### src/hdl/svaw_pkg.sv
// Shared types and constants of the strided view address walker.
`default_nettype none
package svaw_pkg;

  localparam int FLAT_W     = 32;
  localparam int SRC_W      = 32;
  localparam int BASE_W     = 24;
  localparam int RANK_W     = 3;
  localparam int CFG_IDX_W  = 3;
  localparam int CFG_DATA_W = 52;

  typedef enum logic [CFG_IDX_W-1:0] {
    REG_VIEW_RANK     = 3'd0,
    REG_AXIS_EXTENTS  = 3'd1,
    REG_AXIS_STEPS    = 3'd2,
    REG_BASE_OFFSET   = 3'd3,
    REG_WINDOW_ENABLE = 3'd4,
    REG_WINDOW_BEGIN  = 3'd5,
    REG_WINDOW_END    = 3'd6
  } cfg_reg_t;

  typedef struct packed {
    logic [FLAT_W-1:0] flat;
    logic              fill;
    logic              last;
  } svaw_meta_t;

endpackage
`default_nettype wire

### src/hdl/strided_view_address_walker_unit.sv
// Top level of the strided view address walker: configuration registers and datapath.
// A step item passes the s1, product and result registers in turn to the outputs.
// Throughput: one item per cycle; the only limit is the result register being stalled.
// A step over an empty view (an axis in use of extent zero) produces no element.
// Reset (synchronous, rst_n low) clears the configuration and control registers, empties
// the pipeline and marks the walk as not started, so the first step begins at element zero.
`default_nettype none
module strided_view_address_walker_unit #(
  parameter int MAX_AXES  = 4,
  parameter int AXIS_BITS = 13
) (
  input  wire logic                                clk,
  input  wire logic                                rst_n,
  input  wire logic                                cfg_valid,
  output logic                                     cfg_ready,
  input  wire logic [svaw_pkg::CFG_IDX_W-1:0]      cfg_index,
  input  wire logic [svaw_pkg::CFG_DATA_W-1:0]     cfg_data,
  input  wire logic                                in_valid,
  output logic                                     in_stall,
  input  wire logic                                in_restart_walk,
  output logic                                     out_valid,
  input  wire logic                                out_stall,
  output logic [svaw_pkg::FLAT_W-1:0]              out_element_number,
  output logic [svaw_pkg::SRC_W-1:0]               out_source_element,
  output logic                                     out_zero_fill,
  output logic                                     out_last_element
);

  localparam int PACK_W = MAX_AXES * AXIS_BITS;

  logic [svaw_pkg::RANK_W-1:0] view_rank_r;
  logic [PACK_W-1:0]           extents_r;
  logic [PACK_W-1:0]           steps_r;
  logic [svaw_pkg::BASE_W-1:0] base_r;
  logic                        win_enable_r;
  logic [PACK_W-1:0]           win_begin_r;
  logic [PACK_W-1:0]           win_end_r;
  logic [MAX_AXES-1:0]         axis_used;
  logic                        s1_take;
  logic                        s1_valid;
  logic [PACK_W-1:0]           s1_coords;
  svaw_pkg::svaw_meta_t        s1_meta;

  assign cfg_ready = 1'b1;

  always_ff @(posedge clk) begin
    if (!rst_n) begin
      view_rank_r  <= '0;
      extents_r    <= '0;
      steps_r      <= '0;
      base_r       <= '0;
      win_enable_r <= 1'b0;
      win_begin_r  <= '0;
      win_end_r    <= '0;
    end else if (cfg_valid && cfg_ready) begin
      case (cfg_index)
        svaw_pkg::REG_VIEW_RANK:     view_rank_r  <= cfg_data[svaw_pkg::RANK_W-1:0];
        svaw_pkg::REG_AXIS_EXTENTS:  extents_r    <= cfg_data[PACK_W-1:0];
        svaw_pkg::REG_AXIS_STEPS:    steps_r      <= cfg_data[PACK_W-1:0];
        svaw_pkg::REG_BASE_OFFSET:   base_r       <= cfg_data[svaw_pkg::BASE_W-1:0];
        svaw_pkg::REG_WINDOW_ENABLE: win_enable_r <= cfg_data[0];
        svaw_pkg::REG_WINDOW_BEGIN:  win_begin_r  <= cfg_data[PACK_W-1:0];
        svaw_pkg::REG_WINDOW_END:    win_end_r    <= cfg_data[PACK_W-1:0];
        default: ;
      endcase
    end
  end

  for (genvar d = 0; d < MAX_AXES; d++) begin : g_used
    assign axis_used[d] = view_rank_r > svaw_pkg::RANK_W'(d);
  end

  svaw_stepper #(
    .MAX_AXES  (MAX_AXES),
    .AXIS_BITS (AXIS_BITS)
  ) u_stepper (
    .clk             (clk),
    .rst_n           (rst_n),
    .axis_used       (axis_used),
    .extents         (extents_r),
    .win_enable      (win_enable_r),
    .win_begin       (win_begin_r),
    .win_end         (win_end_r),
    .in_valid        (in_valid),
    .in_restart_walk (in_restart_walk),
    .in_stall        (in_stall),
    .s1_take         (s1_take),
    .s1_valid        (s1_valid),
    .s1_coords       (s1_coords),
    .s1_meta         (s1_meta)
  );

  svaw_source #(
    .MAX_AXES  (MAX_AXES),
    .AXIS_BITS (AXIS_BITS)
  ) u_source (
    .clk                (clk),
    .rst_n              (rst_n),
    .axis_used          (axis_used),
    .steps              (steps_r),
    .base_offset        (base_r),
    .s1_valid           (s1_valid),
    .s1_coords          (s1_coords),
    .s1_meta            (s1_meta),
    .s1_take            (s1_take),
    .out_valid          (out_valid),
    .out_stall          (out_stall),
    .out_element_number (out_element_number),
    .out_source_element (out_source_element),
    .out_zero_fill      (out_zero_fill),
    .out_last_element   (out_last_element)
  );

endmodule
`default_nettype wire

### src/hdl/svaw_stepper.sv
// Walk state, coordinate advance, window test and the first pipeline register.
`default_nettype none
module svaw_stepper #(
  parameter int MAX_AXES  = 4,
  parameter int AXIS_BITS = 13
) (
  input  wire logic                              clk,
  input  wire logic                              rst_n,
  input  wire logic [MAX_AXES-1:0]               axis_used,
  input  wire logic [MAX_AXES*AXIS_BITS-1:0]     extents,
  input  wire logic                              win_enable,
  input  wire logic [MAX_AXES*AXIS_BITS-1:0]     win_begin,
  input  wire logic [MAX_AXES*AXIS_BITS-1:0]     win_end,
  input  wire logic                              in_valid,
  input  wire logic                              in_restart_walk,
  output logic                                   in_stall,
  input  wire logic                              s1_take,
  output logic                                   s1_valid,
  output logic [MAX_AXES*AXIS_BITS-1:0]          s1_coords,
  output svaw_pkg::svaw_meta_t                   s1_meta
);

  localparam int AB = AXIS_BITS;

  logic [MAX_AXES*AB-1:0]      coords_r;
  logic [MAX_AXES*AB-1:0]      coords_eff;
  logic [MAX_AXES*AB-1:0]      coords_nxt;
  logic [svaw_pkg::FLAT_W-1:0] flat_r;
  logic [svaw_pkg::FLAT_W-1:0] flat_eff;
  logic                        started_r;
  logic                        s1_valid_r;
  logic [MAX_AXES*AB-1:0]      s1_coords_r;
  svaw_pkg::svaw_meta_t        s1_meta_r;
  logic [MAX_AXES-1:0]         wrap;
  logic [MAX_AXES-1:0]         empty_axis;
  logic [MAX_AXES-1:0]         fill_axis;
  logic [MAX_AXES:0]           carry;
  logic                        start;
  logic                        accept;
  logic                        empty;
  logic                        fill;
  logic                        last;

  assign start    = in_restart_walk || !started_r;
  assign accept   = in_valid && !in_stall;
  assign in_stall = s1_valid_r && !s1_take;

  assign coords_eff = start ? '0 : coords_r;
  assign flat_eff   = start ? '0 : flat_r;

  assign carry[MAX_AXES] = 1'b1;

  for (genvar d = 0; d < MAX_AXES; d++) begin : g_axis
    logic [AB-1:0] c;
    logic [AB-1:0] ext;
    logic [AB:0]   inc;
    assign c   = coords_eff[d*AB +: AB];
    assign ext = extents[d*AB +: AB];
    assign inc = {1'b0, c} + {{AB{1'b0}}, 1'b1};
    assign wrap[d]       = !axis_used[d] || (inc >= {1'b0, ext});
    assign carry[d]      = carry[d+1] && wrap[d];
    assign empty_axis[d] = axis_used[d] && (ext == '0);
    assign fill_axis[d]  = axis_used[d] &&
                           ((c < win_begin[d*AB +: AB]) || (c >= win_end[d*AB +: AB]));
    assign coords_nxt[d*AB +: AB] = (axis_used[d] && carry[d+1]) ?
                                    (wrap[d] ? '0 : inc[AB-1:0]) : c;
  end

  assign empty = |empty_axis;
  assign fill  = win_enable && (|fill_axis);
  assign last  = carry[0];

  always_ff @(posedge clk) begin
    if (!rst_n) begin
      coords_r   <= '0;
      flat_r     <= '0;
      started_r  <= 1'b0;
      s1_valid_r <= 1'b0;
    end else if (accept) begin
      s1_valid_r <= !empty;
      if (empty) begin
        coords_r  <= coords_eff;
        flat_r    <= flat_eff;
        started_r <= 1'b1;
      end else begin
        coords_r  <= coords_nxt;
        flat_r    <= last ? flat_eff : flat_eff + 1'b1;
        started_r <= !last;
      end
    end else if (s1_take) begin
      s1_valid_r <= 1'b0;
    end
  end

  always_ff @(posedge clk) begin
    if (accept && !empty) begin
      s1_coords_r    <= coords_eff;
      s1_meta_r.flat <= flat_eff;
      s1_meta_r.fill <= fill;
      s1_meta_r.last <= last;
    end
  end

  assign s1_valid  = s1_valid_r;
  assign s1_coords = s1_coords_r;
  assign s1_meta   = s1_meta_r;

endmodule
`default_nettype wire

### src/hdl/svaw_source.sv
// Stride products, source index sum and the result register.
`default_nettype none
module svaw_source #(
  parameter int MAX_AXES  = 4,
  parameter int AXIS_BITS = 13
) (
  input  wire logic                                clk,
  input  wire logic                                rst_n,
  input  wire logic [MAX_AXES-1:0]                 axis_used,
  input  wire logic [MAX_AXES*AXIS_BITS-1:0]       steps,
  input  wire logic [svaw_pkg::BASE_W-1:0]         base_offset,
  input  wire logic                                s1_valid,
  input  wire logic [MAX_AXES*AXIS_BITS-1:0]       s1_coords,
  input  wire svaw_pkg::svaw_meta_t                s1_meta,
  output logic                                     s1_take,
  output logic                                     out_valid,
  input  wire logic                                out_stall,
  output logic [svaw_pkg::FLAT_W-1:0]              out_element_number,
  output logic [svaw_pkg::SRC_W-1:0]               out_source_element,
  output logic                                     out_zero_fill,
  output logic                                     out_last_element
);

  localparam int AB = AXIS_BITS;
  localparam int PW = 2 * AXIS_BITS;

  logic [MAX_AXES*PW-1:0]     prod_r;
  svaw_pkg::svaw_meta_t       s2_meta_r;
  logic                       s2_valid_r;
  logic                       out_valid_r;
  logic                       out_free;
  logic                       s2_free;
  logic [svaw_pkg::SRC_W-1:0] src_sum;
  svaw_pkg::svaw_meta_t       out_meta_r;
  logic [svaw_pkg::SRC_W-1:0] out_src_r;

  assign out_free = !out_valid_r || !out_stall;
  assign s2_free  = !s2_valid_r || out_free;
  assign s1_take  = s1_valid && s2_free;

  always_ff @(posedge clk) begin
    if (!rst_n) begin
      s2_valid_r  <= 1'b0;
      out_valid_r <= 1'b0;
    end else begin
      if (s2_free) begin
        s2_valid_r <= s1_valid;
      end
      if (out_free) begin
        out_valid_r <= s2_valid_r;
      end
    end
  end

  always_ff @(posedge clk) begin
    if (s1_take) begin
      for (int d = 0; d < MAX_AXES; d++) begin
        prod_r[d*PW +: PW] <= axis_used[d] ?
                              PW'(s1_coords[d*AB +: AB]) * PW'(steps[d*AB +: AB]) : '0;
      end
    end
  end

  always_ff @(posedge clk) begin
    if (s1_take) begin
      s2_meta_r <= s1_meta;
    end
  end

  always_comb begin
    src_sum = svaw_pkg::SRC_W'(base_offset);
    for (int d = 0; d < MAX_AXES; d++) begin
      src_sum = src_sum + svaw_pkg::SRC_W'(prod_r[d*PW +: PW]);
    end
  end

  always_ff @(posedge clk) begin
    if (s2_valid_r && out_free) begin
      out_meta_r <= s2_meta_r;
      out_src_r  <= src_sum;
    end
  end

  assign out_valid          = out_valid_r;
  assign out_element_number = out_meta_r.flat;
  assign out_source_element = out_src_r;
  assign out_zero_fill      = out_meta_r.fill;
  assign out_last_element   = out_meta_r.last;

endmodule
`default_nettype wire

### config.mk
export PLATFORM = sky130hd
export DESIGN_NAME = strided_view_address_walker_unit
export DESIGN_NICKNAME = d
export VERILOG_FILES = /design/src/hdl/svaw_pkg.sv /design/src/hdl/strided_view_address_walker_unit.sv /design/src/hdl/svaw_stepper.sv /design/src/hdl/svaw_source.sv
export SDC_FILE = /design/constraint.sdc
export NUM_CORES = 2
export LEC_CHECK = 0
export ABC_AREA = 1
export BUFFER_PORTS_ARGS = -buffer_cell sky130_fd_sc_hd__buf_2
export CORE_MARGIN = 5
export CORE_UTILIZATION = 55
export DETAILED_ROUTE_END_ITERATION = 8
export MAX_ROUTING_LAYER = met4
export PLACE_DENSITY = 0.77
export SYNTH_ARGS = -nofsm -noshare
export SYNTH_HDL_FRONTEND = slang
export SYNTH_SLANG_ARGS = --single-unit
### constraint.sdc
create_clock -name clk -period 6.6 [get_ports clk]
set_clock_uncertainty 0.05 [all_clocks]
set_input_delay 0 -clock clk [delete_from_list [all_inputs] [get_ports clk]]
set_output_delay 0 -clock clk [all_outputs]
set_load 0.02 [all_outputs]
==> flow_summary.ini <==
[logic_synthesis]
synth_edf_count = 287
synth_ff_type = dfxtp_1
ys_warn_count = 0
async_reset_ff_share_pct = 0
postSynthCellCount = 6552
synth.cell_area_mm2 = 0.0535
synth_area_leader_cell = fa_1
ys_types = 58
yosys_register_bits = 611
avgSynthCellArea_um2 = 8.17
yosysTopAreaCellShare_pct = 20.1
yosysSeqAreaShare_pct = 28.2
synth_area_leaders = fa_1 20%, edfxtp_1 16%, dfxtp_1 12%

[detailed_routing]
dr.first_iter.drc_count = 3970
wirelength_mm = 141
drc_errors = 0
post_drt_wl_per_cell_um = 17.8
drtPass1Iterations = 6
via_per_inst = 5.45
vias = 43400
antenna_left = 0

[finish]
final_util_pct = 60.3
multi_input_area_mm2 = 0.0316
layout_commonest_cell = inv_1
fillCellCount = 8226
areaGrowthSynthToFinish_pct = 8.87
layout.nets = 7702
layout-drive-gt1-share_pct = 5.29
seq_area_mm2 = 0.0151
final_cells = 7955
final_cell_mix = 1542 x inv_1, 1167 x nand2_1, 553 x a21oi_1, 537 x fa_1, 493 x ha_1

[placement]
post-place-ws_ps = 765
portBuffers = 125
dpl.hpwl_mm = 107
gp_congestion = 0.951
dp_cells = 7744

[sta]
max_freq_mhz = 168
rsz0062_at_grt = false
tns_ps = 0
final.setup.worst_slack_ps = 654
period_minus_slack_ps = 5950
tightestPinTransition_ps = 1220
drv_slew = 0
slew_headroom_pct = 18.6
fin_crit_sh_pct = 90.1
setup_violations = 0
final_hold_viol_count = 0

[global_routing]
first_global_vias = 43700
antenna_found_initial = 13
grt_pass1_wl_mm = 229
grt_overflow = 0
grt_start_max_net_pins = 107
grtUsageTotal_pct = 28.1

[clock_tree]
htreeDepth = 3
cts_resized = 0
clk_pin_slew_ps = 60
numCtsBuffers = 68
cts.sinks = 611
insertion_delay_ps = 660
clockBufferDepth = 3
cts_setup_buffers = 0
cts_tree = done
clockRootBuffer = clkbuf_16

[pwr]
p_per_area_mw_per_mm2 = 188
p_seq_share_pct = 41.1
power.static_leakage_uw = 0.0294
sw_frac_of_total_pct = 31.7
total_power_uw = 10900
p_int_uw = 7470
clkPwrFrac_pct = 37.4
power_switching_uw = 3480
vdd_ir_drop_max_mv = 0.206
combPwrFrac_pct = 21.5

[worst_hold_path]
holdCritPathClass = input port to flop

[floorplanning]
coreArea_mm2 = 0.0966
start_util_pct = 55.4
rows = 114
num_io_pins = 130
die_h_um = 322
die_area_mm2 = 0.104
die_x_um = 322

[critical_path]
critPathKind = flop to flop
slowest_delay_ps = 540
cp-start-kind = flop
path_max_fanout = 4
cp.arrival_ps = 6270
end_kind = flop
cpMaxStageDelayCell = xor2_1
required_ps = 6930
crit_top_cell = inv_1

[flow_run]
maxCapViolCount = 0

[run_status]
status = finished clean
## power groups by stage
stage,sequential (uW),clock (uW),combinational (uW)
3_3_place_gp,4570,0,2230
5_1_grt,4520,4300,2680
6_report,4500,4090,2350
4_1_cts,4490,4150,2350
2_1_floorplan,4460,0,1720
3_5_place_dp,4570,0,2290
## cells by family after synthesis
logic type	share of synthesized area, %
other cells	0.0140
xor+xnor	1.70
compound gates	10.7
simple gates	15.0
buf+inv	12.8
flops	28.2
fa+ha+maj	31.6
## flip-flops by register name, summed over array words and instances (netlist names)
| signal | count |
|---|---|
| win_end_r | 52 |
| u_source.out_element_number | 32 |
| u_stepper.s1_coords | 52 |
| u_source.out_source_element | 29 |
| u_source.out_zero_fill | 1 |
| view_rank_r | 3 |
| base_r | 24 |
| win_begin_r | 52 |
| extents_r | 52 |
| u_source.prod_r | 104 |
| u_source.out_valid | 1 |
| u_stepper.coords_r | 52 |
| u_stepper.s1_valid | 1 |
| u_source.s2_valid_r | 1 |
| steps_r | 52 |
| u_stepper.s1_meta | 34 |
| u_source.out_last_element | 1 |
| u_stepper.flat_r | 32 |
| u_stepper.started_r | 1 |
| u_source.s2_meta_r | 34 |
| win_enable_r | 1 |
## through the flow
stage | hold WS (ps) | area [um2]
CTS | 107 | 58200
detailed placement | 248 | 55000
global route | 183 | 58300
finish | 164 | 58300
floorplan | 84.9 | 53500
global placement | 242 | 55000
## cell type report
class                   instances  share of cell area [%]
diodes                         12                  0.0516
flip-flops and latches        611                    25.9
multi-input cells            4143                    54.3
repair buffers                227                    2.73
inverters                    1560                    10.1
clock buffers                  90                    3.26
clock inverters                36                   0.958
well taps                    1276                    2.74
## cell usage after synthesis, drive strengths merged, types with 15 or more instances
master  instances
o211ai         15
or2            18
o21ai         419
nor3           44
a21oi         555
clkbuf        211
ha            493
xor2           71
inv          1556
dfxtp         324
buf            29
xnor2          33
nand3         135
edfxtp        287
fa            537
nor2          434
a31oi          16
nor4           19
o21a           20
nand4          84
nand2        1171
## repair_timing
item | CTS | global route
hold buffers | 73 | 0
setup endpoints to repair | 0 | 0
endpoints found under the hold margin | 321 | 0
## layer usage
layer  vias up  wire [um]  track usage [%]
li1      20500          -                -
met1     20900      59300             37.3
met2      1681      66000             44.9
met3       277      11200             4.40
met4         0       4660             8.91
met5         -          0                -
## worst max-delay path: cells and delay by family, from the launching register on
family / cells / cell delay (ps)
AOI/OAI and AO/OA: 7 / 1600
xor gates and xnor gates: 1 / 540
adders and majority gates: 5 / 1790
buffers and inverters: 5 / 330
DFF: 1 / 340
and+or+nand+nor: 7 / 1030
## final timing paths
path / start / to / slack [ps] / cells after the start
setup / recovery: base_r[0] / u_source.out_source_element[28] / 650 / 25
hold / removal: out_stall / u_source.out_valid / 160 / 4
setup reg to reg: base_r[0] / u_source.out_source_element[28] / 650 / 25
hold reg to reg: u_stepper.s1_meta[5] / u_source.s2_meta_r[5] / 360 / 0
(Power assumes the default switching activity.)
